[config.mk]
export PLATFORM = sky130hd
export DESIGN_NAME = fvn_front
export DESIGN_NICKNAME = d
export VERILOG_FILES = /design/src/rtl/fractal_value_noise_pixel_core_defines.svh /design/src/rtl/fvn_pkg.sv /design/src/rtl/fvn_front.sv
export SDC_FILE = /design/constraint.sdc
export NUM_CORES = 1
export LEC_CHECK = 0
export BUFFER_PORTS_ARGS = -buffer_cell sky130_fd_sc_hd__clkbuf_2
export CAP_MARGIN = 20
export CORE_ASPECT_RATIO = 0.7
export CORE_MARGIN = 5
export CORE_UTILIZATION = 52
export DETAILED_ROUTE_END_ITERATION = 8
export PLACE_DENSITY_LB_ADDON = 0.12
export SLEW_MARGIN = 10
export SYNTH_ARGS = -nofsm -noshare
export SYNTH_HDL_FRONTEND = slang
export SYNTH_SLANG_ARGS = --single-unit
[constraint.sdc]
create_clock -name clock -period 3.3 [get_ports clock]
set_input_delay 0.495 -clock clock [delete_from_list [all_inputs] [get_ports clock]]
set_output_delay 0.495 -clock clock [all_outputs]
set_load 0.01 [all_outputs]
[src/rtl/fractal_value_noise_pixel_core_defines.svh]
// assertion macros used by the fvn_back module of the noise pixel core
// no dependencies; fvn_back includes this file to check its own logic
`ifndef FRACTAL_VALUE_NOISE_PIXEL_CORE_DEFINES_SVH
`define FRACTAL_VALUE_NOISE_PIXEL_CORE_DEFINES_SVH
`ifndef SYNTHESIS
// same-cycle implication on the module clock
`define FVN_ASSERT_IMPL(name, pre, post) \
   name: assert property (@(posedge clock) disable iff (reset) (pre) |-> (post)) \
      else $error("assertion failed");
// next-cycle implication on the module clock
`define FVN_ASSERT_NEXT(name, pre, post) \
   name: assert property (@(posedge clock) disable iff (reset) (pre) |=> (post)) \
      else $error("assertion failed");
`else
`define FVN_ASSERT_IMPL(name, pre, post)
`define FVN_ASSERT_NEXT(name, pre, post)
`endif
`endif

[src/rtl/fvn_pkg.sv]
// shared types, register codes and the cosine weight function for the noise core
// no dependencies
package fvn_pkg;

   // register indexes on the csr channel
   localparam logic [2:0] CSR_NOISE_SEED       = 3'd0;
   localparam logic [2:0] CSR_OCTAVE_COUNT     = 3'd1;
   localparam logic [2:0] CSR_ZOOM_SCALE       = 3'd2;
   localparam logic [2:0] CSR_PERSISTENCE_GAIN = 3'd3;
   localparam logic [2:0] CSR_RED_GAIN         = 3'd4;
   localparam logic [2:0] CSR_GREEN_GAIN       = 3'd5;
   localparam logic [2:0] CSR_BLUE_GAIN        = 3'd6;

   // pi in Q30
   localparam logic [63:0] PI_Q30 = 64'd3373259426;

   typedef struct packed {
      logic [31:0] noise_seed;
      logic [3:0]  octave_count;
      logic [15:0] zoom_scale;
      logic [15:0] persistence_gain;
      logic [15:0] red_gain;
      logic [15:0] green_gain;
      logic [15:0] blue_gain;
   } cfg_type;

   typedef struct packed {
      logic [9:0] col;
      logic [9:0] row;
   } pix_type;

   // squared sine of a Q30 angle, Taylor series to the 13th power, Q30 result
   function automatic logic [30:0] sine_sq_weight(input logic [63:0] ang);
      logic [63:0]        a2;
      logic [63:0]        term;
      logic signed [63:0] sum;
      logic [63:0]        s;
      logic [63:0]        sq;
      a2   = (ang * ang) >> 30;
      term = ang;
      sum  = $signed(ang);
      term = ((term * a2) >> 30) / 64'd6;
      sum  = sum - $signed(term);
      term = ((term * a2) >> 30) / 64'd20;
      sum  = sum + $signed(term);
      term = ((term * a2) >> 30) / 64'd42;
      sum  = sum - $signed(term);
      term = ((term * a2) >> 30) / 64'd72;
      sum  = sum + $signed(term);
      term = ((term * a2) >> 30) / 64'd110;
      sum  = sum - $signed(term);
      term = ((term * a2) >> 30) / 64'd156;
      sum  = sum + $signed(term);
      if (sum < 0) sum = 64'sd0;
      if (sum > 64'sd1073741824) sum = 64'sd1073741824;
      s  = $unsigned(sum);
      sq = (s * s) >> 30;
      return sq[30:0];
   endfunction

endpackage

[src/rtl/fvn_front.sv]
// front end: accepts pixel transactions, wraps coordinates to the frame, queues them
// depends on fvn_pkg
module fvn_front #(
   parameter int MAX_WIDTH  = 1024,
   parameter int MAX_HEIGHT = 1024
) (
   input  logic             clock,
   input  logic             reset,
   input  logic             req_tvalid,
   output logic             req_tready,
   input  logic [23:0]      req_tdata,   // pixel_column [9:0], pixel_row [19:10], zero pad
   output logic             q_valid,
   output fvn_pkg::pix_type q_pix,
   input  logic             q_pop
);

   // reciprocals for the frame wrap, 20 fraction bits, rounded up
   localparam logic [31:0] RECIP_W = 32'(((64'd1 << 20) + MAX_WIDTH - 1) / MAX_WIDTH);
   localparam logic [31:0] RECIP_H = 32'(((64'd1 << 20) + MAX_HEIGHT - 1) / MAX_HEIGHT);

   // v mod modulus by reciprocal multiply and one correction
   function automatic logic [9:0] wrap(input logic [9:0] v, input logic [31:0] recip,
                                       input logic [31:0] modulus);
      logic [31:0] prod;
      logic [31:0] quot;
      logic [31:0] back;
      logic [31:0] rem;
      prod = {22'd0, v} * recip;
      quot = prod >> 20;
      back = quot * modulus;
      rem  = {22'd0, v} - back;
      if (back > {22'd0, v}) rem = rem + modulus;
      return rem[9:0];
   endfunction

   fvn_pkg::pix_type ent_ff [2];
   logic [1:0]       count_ff, count_in;
   logic             wr_ff, rd_ff;
   logic             push;
   fvn_pkg::pix_type pix;

   assign req_tready = (count_ff != 2'd2);
   assign push       = req_tvalid & req_tready;
   assign q_valid    = (count_ff != 2'd0);
   assign q_pix      = ent_ff[rd_ff];

   // classify: wrap into the frame
   always_comb begin
      pix.col = wrap(req_tdata[9:0], RECIP_W, 32'(MAX_WIDTH));
      pix.row = wrap(req_tdata[19:10], RECIP_H, 32'(MAX_HEIGHT));
   end

   always_comb begin
      count_in = count_ff;
      if (push && !q_pop) count_in = count_ff + 2'd1;
      if (!push && q_pop) count_in = count_ff - 2'd1;
   end

   // two-entry queue
   always_ff @(posedge clock) begin
      if (reset) begin
         count_ff <= 2'd0;
         wr_ff    <= 1'b0;
         rd_ff    <= 1'b0;
      end else begin
         count_ff <= count_in;
         if (push) wr_ff <= ~wr_ff;
         if (q_pop) rd_ff <= ~rd_ff;
      end
   end

   always_ff @(posedge clock) begin
      if (push) ent_ff[wr_ff] <= pix;
   end

endmodule

# ---- Yosys cells after proc, flatten, opt, wreduce, memory -nomap -nowiden
# Memory sizes are Yosys's and may differ from the RTL's. A register that Yosys moved wholly into a read port is not among the register bits.
# Index checks and enable logic that the tools add are counted.
dict set report totals {
  regBits 4
  ram_bits 40
  output_inout_bits 22
  elab_cells 28
  n_memories 1
}
# memory depth width rd rd_ports_with_merged_regs wr line_no
set memory_table {}
lappend memory_table {ent_ff 2 20 1 1 1 fvn_front.sv:36} ;# fvn_pkg::pix_type ent_ff [2];
dict set report op_classes {
  n_addsub 4
  n_lt_le_gt_ge 2
  eq_ne 1
  muxes 8
  bitwise 3
  n_reduce_logical 6
}
# cell count
set ops {}
lappend ops {{$add A10 B1 Y10 const B} 2}
lappend ops {{$gt A1 B10 Y1 const A} 2}
lappend ops {{$mux W10} 2}
lappend ops {{$mux W1} 4}
lappend ops {{$mux W2} 2}
lappend ops {{$reduce_bool A2 Y1} 2}
lappend ops {{$add A2 B1 Y2 const B} 1}
lappend ops {{$logic_and A1 B1 Y1} 2}
lappend ops {{$logic_not A1 Y1} 2}
lappend ops {{$ne A2 B2 Y1 const B} 1}
lappend ops {{$not A1 Y1} 2}
lappend ops {{$sub A2 B1 Y2 const B} 1}
lappend ops {{$and A1 B1 Y1} 1}

# ---- Longest topological paths before layout
# Gate-level depths: netlist (run 1).
dict set report depth {
  ltp_word 5
  mapped_depth 6
  ltp_nobuf 6
}

# ---- Worst setup path before layout (run 1)
# No wires, ideal clock.
dict set report synth_timing {
  kind {reg2reg}
  from {register count_ff[0]}
  to {memory ent_ff[1][0] (netlist name) (enable)}
  setup_time_ns 0.378
  arrival_time_ns 1.195
  slack_ns 1.726
  stages_incl_launch_ff 3
  period_less_slack_ns 1.574
  cell_sequence {dfxtp_1 nand2b_1 and3_1}
}
dict set report synth_between {
  elab_chain_cells 4
}
# item line_no
set synth_lines {}
lappend synth_lines {{start, declared} fvn_front.sv:37} ;# logic [1:0] count_ff, count_in;
lappend synth_lines {{start signal, assigned} fvn_front.sv:66} ;# count_ff <= count_in;
lappend synth_lines {{$ne A2 B2 Y1} fvn_front.sv:42} ;# assign req_tready = (count_ff != 2'd2);
lappend synth_lines {{net req_tready} fvn_front.sv:10} ;# output logic req_tready,
lappend synth_lines {{$and A1 B1 Y1} fvn_front.sv:43} ;# assign push = req_tvalid & req_tready;
lappend synth_lines {{$mux W1} fvn_front.sv:73} ;# if (push) ent_ff[wr_ff] <= pix;
lappend synth_lines {{$mux W1 (not written as such)} fvn_front.sv:73}
lappend synth_lines {{end, declared} fvn_front.sv:36}
# The timed path passes the listed nets, and every way through them passes these cells.

==> results.py, run 1 <==
metrics = {
    "floorplanning": {
        "die_w_um": 77.36,
        "coreArea_sq_mm": 0.003105,
        "die_area_sq_mm": 0.004421,
        "pin_count": 50,
        "floorplan.die.height_um": 57.15,
        "placement_rows": 17,
        "initial_utilization_pct": 53.18,
    },
    "cts": {
        "cts_inserted_buffers": 5,
        "htree_levels": 2,
        "clock_sink_count": 45,
        "post-cts-setup-buffer-count": 0,
        "clock_tree_from_tritoncts": "yes",
        "clock_path_buffers": 2,
        "cts-hold-fix-buffers": 0,
        "cts_resized": 0,
        "clkLatencyLatePin_ps": 290,
        "clkSlewWorstSetupHoldPaths_ps": 80,
        "clock_tree.root_cell": "clkbuf_8",
    },
    "routing": {
        "drtAntennaViolNets": 0,
        "routed_wire_length_per_instance_um": 14.62,
        "first_pass_iters": 4,
        "via_per_inst": 4.874,
        "wl_mm": 2.544,
        "remaining_drc_errors": 0,
        "detailroute.via_count": 848,
        "first_iter_violations": 40,
    },
    "timing": {
        "timing_worst_slew_pin_value_ps": 936.9,
        "setup_violations": 0,
        "fmaxAchievable_mhz": 449.7,
        "finalHoldViolCount": 0,
        "grt_setup_unrepaired": "false",
        "final.min_clock_period_ps": 2224,
        "fin_max_slew_vios": 0,
        "whs_ps": 384.9,
        "timing.clock.skew_ps": 9.619,
        "setup_total_negative_slack_ps": 0,
        "slew_headroom_pct": 37.54,
        "finalCritPeriodShare_pct": 67.38,
    },
    "worst_setup_path": {
        "cpLargestDelayFamily": "flip-flops",
        "critical_path.cell_chain": "mux2_2 -> clkbuf_2",
        "startpoint_type": "flop",
        "setup.worst_path.end_class": "output port",
        "critical_path.slowest_cell": "dfxtp_1",
        "worst-setup-path-type": "flop to output port",
        "critPathMaxStageDelay_ps": 900,
        "worstPathRequired_ps": 2800,
        "worst_ep_arrival_time_ps": 1730,
        "critical_path.reg2reg.startpoint": "count_ff[0]",
        "critical_path_buf_inv_count": 1,
        "crit_fanout": 20,
    },
    "synth": {
        "synth_seq_area_share_pct": 78.79,
        "synth.yosys.warnings": 0,
        "synthesis.area_per_instance_sq_um": 19.43,
        "synth_cell_type_count": 18,
        "syn_area_sq_mm": 0.001652,
        "mappedNetlistNets": 114,
        "yosys_register_bits": 45,
        "instance_count_of_the_mapped_netlist": 85,
    },
    "grt": {
        "grt_remaining_overflow": 0,
        "grt_max_degree": 21,
        "grt_antenna_before_repair": 0,
        "grt_overall_usage_pct": 12.36,
        "grt_pass1_vias": 912,
        "grt_first_pass_wirelength_mm": 4.133,
    },
    "min_path": {
        "min-delay-path-class": "input pin to flop",
        "hp-start": "req_tdata[15]",
    },
    "layout": {
        "layoutNonFillerInstCount": 174,
        "layout-drive-gt1-share_pct": 53.68,
        "final_area_sq_mm": 0.002021,
        "syn_to_final_growth_pct": 22.35,
        "final_common_cell": "clkbuf_2",
        "nNetsFinal": 164,
        "insertedDiodeCount": 0,
        "most_used_cells_in_the_layout_excluding_fill_and_tap_cells": "clkbuf_2 (45), edfxtp_1 (40), mux2_2 (20)",
    },
    "power_and_ir_drop": {
        "power.clock.fraction_pct": 30.7,
        "comb_power_share_pct": 13.7,
        "total_leakage_power_uw": 0.0007846,
        "seq_power_share_pct": 55.6,
        "switching_power_uw": 280.6,
        "swShare_pct": 22.06,
        "worst_ir_drop_vdd_mv": 0.3924,
        "cell_internal_pwr_uw": 991.0,
        "power_per_cell_area_mw_per_mm2": 629.3,
    },
    "outcome": {
        "status": "finished clean",
    },
    "job": {
        "drv.max_cap_violation_count": 0,
    },
    "place": {
        "place_congestion": 0.6218,
        "place_hpwl_mm": 1.748,
        "portBuffers": 45,
        "placed_cells": 166,
        "placement.cell_area_sq_mm": 0.001914,
    },
}
through the flow:
step           util [%]  power, uW  worst slack [ps]
2_1_floorplan         -      822.3              1726
3_3_place_gp      61.64      891.0              1343
3_5_place_dp      61.64      898.5              1337
4_1_cts           65.07       1284              1025
5_1_grt           65.07       1332             924.3
6_report          65.07       1272              1076
flip-flops by register name, indices dropped and copies added (netlist names), named ones only:
name and count:
count_ff 2, ent_ff 40, rd_ff 1, wr_ff 1
layer usage:
| layer | global-route usage [%] | vias to the layer above | wire, um |
|---|---|---|---|
| met2 | 20.98 | 29 | 1275 |
| met5 | 0 | - | 0 |
| met1 | 13.31 | 395 | 1037 |
| li1 | - | 420 | - |
| met3 | 6.940 | 4 | 203 |
| met4 | 3.676 | 0 | 29 |
Yosys cell counts (all sizes together):
| cell type | n | area share (%) |
|---|---|---|
| a21bo | 1 | 0.61 |
| a21oi | 2 | 0.61 |
| and3 | 1 | 0.38 |
| buf | 2 | 0.61 |
| dfxtp | 5 | 6.1 |
| edfxtp | 40 | 73 |
| ha | 1 | 0.76 |
| inv | 1 | 0.23 |
| mux2 | 20 | 14 |
| nand2 | 1 | 0.23 |
| nand2b | 1 | 0.38 |
| nand3b | 1 | 0.45 |
| nor2 | 3 | 0.68 |
| o21ai | 1 | 0.30 |
| or2 | 1 | 0.38 |
| or3 | 1 | 0.38 |
| xnor2 | 2 | 1.1 |
| xor2 | 1 | 0.53 |
worst register-to-register path: cells and delay by family (launching register included):
family,cells,cell delay (ps)
flops,1,390
simple gates,2,1020
power by group through the flow:
stage                     logic (uW)  clock network (uW)  registers [uW]
after floorplan                  117                   0             705
after global placement           174                   0             717
after detailed placement         178                   0             720
after CTS                        179                 397             707
after global routing             193                 426             713
final                            175                 391             706
kinds of logic after synthesis:
family,count (synthesis),share of synthesized area (%)
flops,45,78.79
mux,20,13.64
simple gates,9,2.880
compound gates,4,1.515
xor+xnor,3,1.591
buf+inv,3,0.8331
fa+ha+maj,1,0.7575
final timing paths:
kind	end	slack [ps]	cells after the start
hold / removal	ent_ff[0][5]	380	1
setup / recovery	q_pix[0]	1080	2
setup reg to reg	ent_ff[1][1]	1520	2
hold reg to reg	flop	520	2
final cells by class:
cell class                      count  area, sq um
Fill cell                         214         1085
Inverter                            1        3.754
Timing Repair Buffer               45        225.2
Sequential cell                    45         1301
Clock inverter                      2        33.78
Multi-Input combinational cell     37        336.6
Tap cell                           38        47.55
Clock buffer                        6        72.57
Note: power is estimated with default switching activity, not from simulation.
==> run 2: changes to the inputs <==
--- a/config.mk
+++ b/config.mk
@@ -9,7 +9,7 @@
 export CAP_MARGIN = 20
 export CORE_ASPECT_RATIO = 0.7
 export CORE_MARGIN = 5
-export CORE_UTILIZATION = 52
+export CORE_UTILIZATION = 50
 export DETAILED_ROUTE_END_ITERATION = 8
 export PLACE_DENSITY_LB_ADDON = 0.12
 export SLEW_MARGIN = 10
==> constraint.sdc (replaced) <==
create_clock -name clock -period 2.1 [get_ports clock]
set_input_delay 0.315 -clock clock [delete_from_list [all_inputs] [get_ports clock]]
set_output_delay 0.315 -clock clock [all_outputs]
set_load 0.01 [all_outputs]
==> results.py, run 2 (synthesized netlist as in run 1, its figures left out) <==
metrics = {
    "outcome": {
        "status": "finished clean",
    },
    "floorplanning": {
        "die_area_sq_mm": 0.004571,
        "floorplan.die.height_um": 58.09,
        "pin_count": 50,
        "placement_rows": 17,
        "die_w_um": 78.70,
        "coreArea_sq_mm": 0.003169,
        "initial_utilization_pct": 52.11,
    },
    "timing": {
        "fin_max_slew_vios": 0,
        "slew_headroom_pct": 87.32,
        "finalCritPeriodShare_pct": 78.14,
        "grt_setup_unrepaired": "false",
        "finalHoldViolCount": 0,
        "final.min_clock_period_ps": 1641,
        "timing_worst_slew_pin_value_ps": 188.8,
        "timing.clock.skew_ps": 11.30,
        "setup_violations": 0,
        "setup_total_negative_slack_ps": 0,
        "final_critical_path_setup_slack_ps": 459.1,
        "fmaxAchievable_mhz": 609.4,
    },
    "layout": {
        "largest_reg_flops": 40,
        "top_regs": "ent_ff x40, count_ff x2",
        "registers.top_by_ff_count": "ent_ff",
        "multi_input_area_sq_um": 336.6,
        "fill_count": 239,
        "syn_to_final_growth_pct": 23.49,
        "layout-drive-gt1-share_pct": 54.93,
        "nNetsFinal": 170,
        "most_used_cells_in_the_layout_excluding_fill_and_tap_cells": "clkbuf_2 (45), edfxtp_1 (40), mux2_2 (20)",
        "final_common_cell": "clkbuf_2",
        "insertedDiodeCount": 0,
        "layout.area.seq_sq_mm": 0.001301,
    },
    "grt": {
        "grt_pass1_vias": 959,
        "grt_antenna_before_repair": 0,
        "grt_overall_usage_pct": 13.19,
        "grt_remaining_overflow": 0,
        "grt_max_degree": 14,
        "grt_first_pass_wirelength_mm": 4.429,
    },
    "place": {
        "place_hpwl_mm": 1.927,
        "place_congestion": 0.7292,
        "pre_cts_slack_ps": 528.7,
        "portBuffers": 45,
    },
    "routing": {
        "first_pass_iters": 4,
        "drtAntennaViolNets": 0,
        "wl_mm": 2.626,
        "detailroute.via_count": 889,
        "remaining_drc_errors": 0,
        "first_iter_violations": 43,
        "via_per_inst": 4.939,
        "routed_wire_length_per_instance_um": 14.59,
    },
    "worst_setup_path": {
        "critical_path_cell_count": 3,
        "worst-setup-path-type": "flop to output port",
        "worstPathRequired_ps": 1780,
        "ff_to_ff_path_depth": 6,
        "critical_path.slowest_cell": "mux2_2",
        "startpoint_type": "flop",
        "critical_path.cell_chain": "buf_4 -> mux2_2 -> clkbuf_2",
        "critPathMaxStageDelay_ps": 360,
        "crit_fanout": 12,
        "worst_ep_arrival_time_ps": 1330,
        "cpLargestDelayFamily": "multiplexers",
        "setup.worst_path.end_class": "output port",
        "critical_path_buf_inv_count": 2,
    },
    "cts": {
        "cts_resized": 0,
        "cts_inserted_buffers": 5,
        "clock_path_buffers": 2,
        "post-cts-setup-buffer-count": 0,
        "htree_levels": 2,
        "clock_tree.root_cell": "clkbuf_8",
        "clock_sink_count": 45,
        "clkLatencyLatePin_ps": 290,
        "cts-hold-fix-buffers": 0,
        "clkSlewWorstSetupHoldPaths_ps": 80,
        "clock_tree_from_tritoncts": "yes",
    },
    "power_and_ir_drop": {
        "worst_ir_drop_vdd_mv": 0.5512,
        "total_leakage_power_uw": 0.0008026,
        "power_per_cell_area_mw_per_mm2": 924.8,
    },
    "job": {
        "drv.max_cap_violation_count": 0,
    },
    "min_path": {
        "min-delay-path-class": "input pin to flop",
        "worstHoldPathCells": 1,
    },
}
-- run 2: cell count changes in the layout (fill, tap and decap cells not counted), sizes merged --
cell,delta
buf,+6
bufinv,-1
clkbuf,+1
-- run 2: per-stage QoR --
stage	util (%)	total power, uW	cells	cell area [sq um]	hold WS (ps)
floorplan	-	1292	85	1652	384.1
global placement	61.82	1420	172	1959	481.2
detailed placement	61.82	1436	172	1959	486.8
CTS	64.35	1918	180	2039	202.6
global route	64.35	2003	180	2039	192.3
finish	64.35	1886	180	2039	211.3
-- run 2: report_power, final --
part / total (uW) / switching (uW) / internal, uW
sequential: 1090 / 23.9 / 1070
combinational: 314 / 162 / 152
clock: 478 / 247 / 231
-- run 2: path summary, 6_finish.rpt --
kind	start	end	slack, ps
setup / recovery	flop	q_pix[12]	460
hold / removal	req_tdata[12]	ent_ff[1][2]	210
setup reg to reg	count_ff[0]	count_ff[1]	540
hold reg to reg	count_ff[1]	count_ff[1]	500
-- run 2: final cells by class --
| class | count | share of cell area, % |
|---|---|---|
| flip-flops and latches | 45 | 63.80 |
| well taps | 38 | 2.331 |
| multi-input cells | 37 | 16.50 |
| inverters | 1 | 0.1840 |
| clock inverters | 1 | 0.1840 |
| repair buffers | 51 | 13.25 |
| clock buffers | 7 | 3.742 |
-- run 2: metal layers --
| layer | up-vias | track usage, % | part of all wire [%] |
|---|---|---|---|
| li1 | 437 | - | - |
| met1 | 421 | 14.80 | 42 |
| met2 | 27 | 21.77 | 50 |
| met3 | 4 | 5.590 | 6.5 |
| met4 | 0 | 6.733 | 0.84 |
| met5 | - | 0 | 0 |
